<file path="config.mk">
export PLATFORM = sky130hd
export DESIGN_NAME = yaml_timestamp_recognizer_flat
export DESIGN_NICKNAME = d
export VERILOG_FILES = /design/src/rtl/yts_pkg.sv /design/src/rtl/yts_channels.sv /design/src/rtl/yts_step.sv /design/src/rtl/yaml_timestamp_recognizer.sv /design/src/flat_wrapper.sv
export SDC_FILE = /design/constraint.sdc
export NUM_CORES = 1
export LEC_CHECK = 0
export BUFFER_PORTS_ARGS = -buffer_cell sky130_fd_sc_hd__buf_2
export CAP_MARGIN = 20
export CORE_UTILIZATION = 50
export CTS_CLUSTER_SIZE = 10
export DETAILED_ROUTE_END_ITERATION = 16
export GPL_ROUTABILITY_DRIVEN = 0
export PLACE_DENSITY = 0.68
export SKIP_LAST_GASP = 1
export SLEW_MARGIN = 20
export SYNTH_ARGS = -nofsm -noshare
export SYNTH_HDL_FRONTEND = slang
export SYNTH_SLANG_ARGS = --single-unit
</file>
<file path="constraint.sdc">
create_clock -name clk -period 3.8 [get_ports clk]
set_clock_uncertainty 0.1 [all_clocks]
set_input_delay 0.38 -clock clk [delete_from_list [all_inputs] [get_ports clk]]
set_output_delay 0.38 -clock clk [all_outputs]
set_load 0.005 [all_outputs]
</file>
<file path="src/rtl/yts_pkg.sv">
package yts_pkg;

  // Which part of the timestamp the scanner is in.
  typedef enum logic [3:0] {
    PH_YEAR  = 4'd0,
    PH_MONTH = 4'd1,
    PH_DAY   = 4'd2,
    PH_BLANK = 4'd3,
    PH_HOUR  = 4'd4,
    PH_MIN   = 4'd5,
    PH_SEC   = 4'd6,
    PH_FRAC  = 4'd7,
    PH_ZH    = 4'd8,
    PH_ZM    = 4'd9,
    PH_ZEND  = 4'd10
  } phase_t;

  // Scanner state carried from one character to the next.
  typedef struct packed {
    phase_t     phase;
    logic [3:0] digit_count;
    logic [6:0] field_value;
    logic       letter_sep;
    logic       rejected;
  } scan_state_t;

  localparam scan_state_t SCAN_RESET = '{
    phase:       PH_YEAR,
    digit_count: 4'd0,
    field_value: 7'd0,
    letter_sep:  1'b0,
    rejected:    1'b0
  };

endpackage

</file>
<file path="src/rtl/yts_channels.sv">
// Character channel: one byte of the scalar and its end-of-scalar mark.
interface yts_char_if;
  logic       valid;
  logic       ready;
  logic [7:0] char_code;
  logic       last_char;

  modport source (output valid, output char_code, output last_char, input ready);
  modport sink   (input valid, input char_code, input last_char, output ready);
endinterface

// Result channel: one verdict per scalar.
interface yts_result_if;
  logic valid;
  logic ready;
  logic is_timestamp;

  modport source (output valid, output is_timestamp, input ready);
  modport sink   (input valid, input is_timestamp, output ready);
endinterface

</file>
<file path="src/rtl/yts_step.sv">
module yts_step (
  input  yts_pkg::scan_state_t st,
  input  logic [7:0]           char_code,
  input  logic                 last_char,
  output yts_pkg::scan_state_t st_next,
  output logic                 is_match
);

  localparam logic [7:0] CH_ZERO  = 8'h30;
  localparam logic [7:0] CH_NINE  = 8'h39;
  localparam logic [7:0] CH_DASH  = 8'h2D;
  localparam logic [7:0] CH_PLUS  = 8'h2B;
  localparam logic [7:0] CH_COLON = 8'h3A;
  localparam logic [7:0] CH_DOT   = 8'h2E;
  localparam logic [7:0] CH_T_UP  = 8'h54;
  localparam logic [7:0] CH_T_LO  = 8'h74;
  localparam logic [7:0] CH_Z_UP  = 8'h5A;
  localparam logic [7:0] CH_SPACE = 8'h20;
  localparam logic [7:0] CH_TAB   = 8'h09;

  function automatic logic field_ok(yts_pkg::scan_state_t s, logic [6:0] lo, logic [6:0] hi);
    return (s.digit_count >= 4'd1) && (s.digit_count <= 4'd2) &&
           (s.field_value >= lo) && (s.field_value <= hi);
  endfunction

  function automatic logic end_ok(yts_pkg::scan_state_t s);
    logic r;
    r = 1'b0;
    case (s.phase)
      yts_pkg::PH_DAY:  r = field_ok(s, 7'd1, 7'd31);
      yts_pkg::PH_SEC:  r = !s.letter_sep && field_ok(s, 7'd0, 7'd59);
      yts_pkg::PH_FRAC: r = !s.letter_sep && (s.digit_count >= 4'd1) &&
                            (s.digit_count <= 4'd9);
      yts_pkg::PH_ZM:   r = (s.digit_count == 4'd2);
      yts_pkg::PH_ZEND: r = 1'b1;
      default:          r = 1'b0;
    endcase
    return r;
  endfunction

  logic                 is_digit;
  logic [3:0]           digit;
  logic                 is_blank;
  logic                 digit_field;
  logic [10:0]          acc;
  logic                 zone_ok;
  yts_pkg::phase_t      zone_phase;
  logic                 ok;
  yts_pkg::scan_state_t scanned;
  yts_pkg::scan_state_t after;

  assign is_digit    = (char_code >= CH_ZERO) && (char_code <= CH_NINE);
  assign digit       = 4'(char_code - CH_ZERO);
  assign is_blank    = (char_code == CH_SPACE) || (char_code == CH_TAB);
  assign digit_field = (st.phase != yts_pkg::PH_BLANK) && (st.phase != yts_pkg::PH_ZEND) &&
                       (st.phase <= yts_pkg::PH_ZEND);
  assign acc         = {4'd0, st.field_value} * 11'd10 + {7'd0, digit};

  // A zone may only follow the time when the date was split by a letter.
  always_comb begin
    zone_ok    = 1'b0;
    zone_phase = yts_pkg::PH_ZEND;
    if (st.letter_sep) begin
      if (char_code == CH_Z_UP) begin
        zone_ok = 1'b1;
      end else if (char_code == CH_PLUS || char_code == CH_DASH) begin
        zone_ok    = 1'b1;
        zone_phase = yts_pkg::PH_ZH;
      end
    end
  end

  always_comb begin
    scanned = st;
    ok      = 1'b0;
    if (is_digit && digit_field) begin
      ok = 1'b1;
      if (st.digit_count < 4'd2) begin
        scanned.field_value = acc[6:0];
      end
      if (st.digit_count != 4'd15) begin
        scanned.digit_count = st.digit_count + 4'd1;
      end
    end else begin
      // Every accepted separator opens a fresh field.
      scanned.digit_count = 4'd0;
      scanned.field_value = 7'd0;
      case (st.phase)
        yts_pkg::PH_YEAR: begin
          if (char_code == CH_DASH && st.digit_count == 4'd4) begin
            ok            = 1'b1;
            scanned.phase = yts_pkg::PH_MONTH;
          end
        end
        yts_pkg::PH_MONTH: begin
          if (char_code == CH_DASH && field_ok(st, 7'd1, 7'd12)) begin
            ok            = 1'b1;
            scanned.phase = yts_pkg::PH_DAY;
          end
        end
        yts_pkg::PH_DAY: begin
          if (field_ok(st, 7'd1, 7'd31)) begin
            if (char_code == CH_T_UP || char_code == CH_T_LO) begin
              ok                 = 1'b1;
              scanned.letter_sep = 1'b1;
              scanned.phase      = yts_pkg::PH_HOUR;
            end else if (is_blank) begin
              ok            = 1'b1;
              scanned.phase = yts_pkg::PH_BLANK;
            end
          end
        end
        yts_pkg::PH_BLANK: begin
          if (is_blank) begin
            ok = 1'b1;
          end else if (is_digit) begin
            ok                  = 1'b1;
            scanned.phase       = yts_pkg::PH_HOUR;
            scanned.digit_count = 4'd1;
            scanned.field_value = {3'd0, digit};
          end
        end
        yts_pkg::PH_HOUR: begin
          if (char_code == CH_COLON && field_ok(st, 7'd0, 7'd23)) begin
            ok            = 1'b1;
            scanned.phase = yts_pkg::PH_MIN;
          end
        end
        yts_pkg::PH_MIN: begin
          if (char_code == CH_COLON && field_ok(st, 7'd0, 7'd59)) begin
            ok            = 1'b1;
            scanned.phase = yts_pkg::PH_SEC;
          end
        end
        yts_pkg::PH_SEC: begin
          if (field_ok(st, 7'd0, 7'd59)) begin
            if (char_code == CH_DOT) begin
              ok            = 1'b1;
              scanned.phase = yts_pkg::PH_FRAC;
            end else if (zone_ok) begin
              ok            = 1'b1;
              scanned.phase = zone_phase;
            end
          end
        end
        yts_pkg::PH_FRAC: begin
          if (st.digit_count >= 4'd1 && st.digit_count <= 4'd9 && zone_ok) begin
            ok            = 1'b1;
            scanned.phase = zone_phase;
          end
        end
        yts_pkg::PH_ZH: begin
          if (char_code == CH_COLON && st.digit_count == 4'd2) begin
            ok            = 1'b1;
            scanned.phase = yts_pkg::PH_ZM;
          end
        end
        default: begin
          ok = 1'b0;
        end
      endcase
    end
    scanned.rejected = !ok;
  end

  // Once rejected, the scanner holds still until the end of the scalar.
  assign after    = st.rejected ? st : scanned;
  assign is_match = !after.rejected && end_ok(after);
  assign st_next  = last_char ? yts_pkg::SCAN_RESET : after;

endmodule

</file>
<file path="src/rtl/yaml_timestamp_recognizer.sv">
// Channel   Role     Payload                    Item
// text      sink     char_code[7:0], last_char  one byte of the scalar
// verdict   source   is_timestamp               one per scalar, on its last byte
//
// One byte is taken every cycle unless a stalled verdict holds the input
// register. A byte waits in the input register while the scan step works on
// it; on the last byte the state and the result register are both loaded
// from the step, and the verdict leaves from the result register.
// Reset is synchronous and clears the scanner state and both valid flags.
// A stalled verdict holds the input register only when that register holds
// the last byte of the next scalar; all other bytes keep flowing.
module yaml_timestamp_recognizer (
  input logic                clk,
  input logic                rst,
  yts_char_if.sink           text,
  yts_result_if.source       verdict
);

  // Input register.
  logic       in_valid;
  logic [7:0] in_char;
  logic       in_last;

  // Scanner state and its update.
  yts_pkg::scan_state_t st;
  yts_pkg::scan_state_t st_next;
  logic                 step_match;

  // Result register.
  logic out_valid;
  logic out_match;

  logic out_free;
  logic step_go;

  // A byte that closes a scalar can only move on when the result register
  // has room; every other byte moves on unconditionally.
  assign out_free   = !out_valid || verdict.ready;
  assign step_go    = in_valid && (!in_last || out_free);
  assign text.ready = !in_valid || step_go;

  always_ff @(posedge clk) begin
    if (rst) begin
      in_valid <= 1'b0;
    end else if (text.ready) begin
      in_valid <= text.valid;
    end
  end

  always_ff @(posedge clk) begin
    if (text.valid && text.ready) begin
      in_char <= text.char_code;
      in_last <= text.last_char;
    end
  end

  yts_step u_step (
    .st        (st),
    .char_code (in_char),
    .last_char (in_last),
    .st_next   (st_next),
    .is_match  (step_match)
  );

  always_ff @(posedge clk) begin
    if (rst) begin
      st <= yts_pkg::SCAN_RESET;
    end else if (step_go) begin
      st <= st_next;
    end
  end

  always_ff @(posedge clk) begin
    if (rst) begin
      out_valid <= 1'b0;
    end else if (step_go && in_last) begin
      out_valid <= 1'b1;
    end else if (verdict.ready) begin
      out_valid <= 1'b0;
    end
  end

  always_ff @(posedge clk) begin
    if (step_go && in_last) begin
      out_match <= step_match;
    end
  end

  assign verdict.valid        = out_valid;
  assign verdict.is_timestamp = out_match;

endmodule

</file>
<file path="src/flat_wrapper.sv">
// flat-port wrapper written by rule: the top's interface ports become plain ports
module yaml_timestamp_recognizer_flat 
  (clk, rst, text_valid, text_char_code, text_last_char, text_ready, verdict_valid, verdict_is_timestamp, verdict_ready);
  yts_char_if text_i ();
  yts_result_if verdict_i ();
  input logic clk;
  input logic rst;
  input wire logic [$bits(text_i.valid)-1:0] text_valid;
  input wire logic [$bits(text_i.char_code)-1:0] text_char_code;
  input wire logic [$bits(text_i.last_char)-1:0] text_last_char;
  output wire logic [$bits(text_i.ready)-1:0] text_ready;
  output wire logic [$bits(verdict_i.valid)-1:0] verdict_valid;
  output wire logic [$bits(verdict_i.is_timestamp)-1:0] verdict_is_timestamp;
  input wire logic [$bits(verdict_i.ready)-1:0] verdict_ready;
  assign text_i.valid = text_valid;
  assign text_i.char_code = text_char_code;
  assign text_i.last_char = text_last_char;
  assign text_ready = text_i.ready;
  assign verdict_valid = verdict_i.valid;
  assign verdict_is_timestamp = verdict_i.is_timestamp;
  assign verdict_i.ready = verdict_ready;
  yaml_timestamp_recognizer u_core (.clk(clk), .rst(rst), .text(text_i), .verdict(verdict_i));
endmodule
</file>
==> out/summary.txt <==
Cell Rows: 25
Metal2 WL: 2980 µm
Worst path cell trace: inv_1 -> ha_1 -> nor2b_1 -> or4b_1 -> o31ai_1 -> nor4b_2 -> a41oi_1 -> a2111o_1 -> a211o_1 -> a21boi_2
Vias in the first global route: 2233
Dominant cell type by area after synthesis: dfxtp_1
Ports: 16
Crit path max fanout: 8
Setup_tns: 0 ps
CTS Hold Buffers Added: 0
Die width: 72.6 µm
XOR/XNOR Fraction of Synth Area: 2.81%
Dpl cells: 382
Final setup vio count: 0
Largest family of logic cells by synthesized area: simple AND/OR/NAND/NOR gates
# DRC: 0
Max-cap viol count: 0
Syn_nets: 336
First-pass GRT wire length: 11300 µm
Initial Utilization: 52.5%
Via count: 2519
Crit. End Element: register
Post-DP HPWL: 5140 µm
CORE AREA: 0.00475 mm²
CTS H-tree depth: 2
Filler instances: 456
VDD IR max: 0.240 mV
Final hold vios: 0
Ys Warns: 0
Initial antenna violation count: 0
Asr flop ratio synth: 0%
RSZ-0062 raised after global routing: false
Synth Area in Compound Gates: 25.8%
Num CTS Buffers: 5
Period utilisation layout: 89.8%
Crit path kind: register to register
Most frequent cell after synthesis: nor2_1
Total die area: 0.00528 mm²
First-pass DRT Iterations: 5
DR vias/cell: 6.46
Syn-to-layout area delta: 10.7%
Met3 WL: 665 µm
Clk sinks: 29
Share of the synthesized area in the top cell type: 15.2%
Antenna viol nets, final: 0
CP max stage cell: or4b_1
Mux contribution to synthesized area: 0.401%
Post-synth EDFFs: 10
Grt ovf: 0
Outcome: finished, final reports clean
Min Tclk post-route: 3410 ps
Post-Synth Simple-Gate Area: 31.7%
Adder-Cell Fraction of Synth Area: 7.12%
TritonCTS clock tree: yes
Share of layout cells above drive strength 1: 12.4%
Clock tree buffer depth: 2
Worst path required time: 3850 ps
Clock Tree Root: clkbuf_8
Antenna Cells: 0
Largest net degree at the start of global routing: 19
Wirelength per Cell: 17.5 µm
Crit path DAT: 3460 ps
Synthesis-stage register bit count: 29
CP top delay family: compound AO/OA/AOI/OAI gates
Slew Limit Fails: 0
Least-Margin Pin Slew: 1020 ps
Top layer in use: met4
Max_slew headroom: 31.4%
Worst Hold Class: input pin to register
Die outline height: 72.6 µm
Post-Syn Area: 0.00249 mm²
GRT Util Overall: 28.2%
Synth cell types: 64
Primary FF master, synth: dfxtp_1
Wl on met1: 3010 µm
Pleak: 0.00102 µW
Sequential-to-total area share from yosys stat: 27.3%
Cell count after synthesis: 310
Max Fclk: 293 MHz
CP bufs+invs: 1
# port buffers: 15
Cts repair resizes: 0
Syn_area_per_cell: 8.05 µm²
Fin cells: 390
DRT Wirelength: 6840 µm
Synth area leaders: dfxtp_1 15%, edfxtp_1 12%, nor2_1 5.7%
Crit-path max cell delay: 620 ps
Worst skew pair latency: 280 ps
Setup Fix Bufs, Post-CTS: 0
Power Dens Cells: 266 mW/mm²
Final net count: 348
Initial drt markers: 233
Worst-path clk slew: 70 ps
Startpoint Class: register
Post-synth top cells: 38 x nor2_1, 19 x dfxtp_1, 17 x clkbuf_1
==> state kept, by name, summed over array words and instances, names as in the netlist <==
name and cells:
u_core.in_char 8, u_core.verdict.is_timestamp 1, u_core.in_valid 1, u_core.verdict.valid 1, u_core.st 17, u_core.in_last 1
==> area by class of cell <==
| type | instances | area (µm²) | share of cell area (%) |
|---|---|---|---|
| multi-input cells | 249 | 1690 | 61.4 |
| flip-flops and latches | 29 | 681 | 24.6 |
| repair buffers | 23 | 135 | 4.89 |
| clock buffers | 7 | 108 | 3.90 |
| well taps | 67 | 83.8 | 3.04 |
| inverters | 14 | 52.6 | 1.90 |
| clock inverters | 1 | 7.51 | 0.272 |
==> stage by stage <==
stage / hold WS [ps] / power [µW] / cell area, µm² / util [%] / worst slack, ps
5_1_grt: 156 / 767 / 2760 / 58.1 / 234
6_report: 173 / 735 / 2760 / 58.1 / 389
3_5_place_dp: 420 / 428 / 2650 / 55.7 / 460
3_3_place_gp: 415 / 428 / 2650 / 55.7 / 554
4_1_cts: 166 / 739 / 2760 / 58.1 / 435
2_1_floorplan: 379 / 403 / 2490 / - / 699
==> worst paths after layout <==
kind                                      from                                     to  slack, ps  depth (start not counted)
setup / recovery    u_core.st[10]$_SDFFE_PP0P_  u_core.verdict.is_timestamp$_DFFE_PP_        390                         10
hold / removal               text_char_code[7]            u_core.in_char[7]$_DFFE_PP_        170                          1
hold reg to reg   u_core.in_valid$_SDFFE_PP0N_           u_core.in_valid$_SDFFE_PP0N_        430                          2
setup reg to reg    u_core.st[10]$_SDFFE_PP0P_  u_core.verdict.is_timestamp$_DFFE_PP_        390                         10
==> per-layer routing <==
layer | GRT usage, % | vias to the layer above
met3 | 6.35 | 18
li1 | - | 1204
met4 | 12.0 | 0
met1 | 39.8 | 1160
met2 | 41.2 | 137
met5 | 0 | -
==> report_power, final <==
group	switching, µW	internal, µW
sequential	15.1	330
combinational	47.5	31.0
clock	125	186
total	187	547
==> cell families after synthesis <==
| family | count (synthesis) |
|---|---|
| xor+xnor | 8 |
| flops | 29 |
| fa+ha+maj | 13 |
| mux | 1 |
| simple gates | 138 |
| compound gates | 89 |
| buf+inv | 32 |
==> layout by cell type (no fill, tap or decap), types with 8 or more instances in the layout <==
cell type,synthesis,final
nor2_1,38,38
dfxtp_1,19,19
a22oi_1,12,12
nor2b_1,8,8
buf_4,0,8
inv_1,14,14
o21ai_0,13,13
a21oi_1,16,16
buf_2,0,15
a31oi_1,8,8
edfxtp_1,10,10
nand2_1,14,14
and3_1,8,8
nor3_1,10,10
ha_1,11,11
Power figures use the tool's default switching activity.
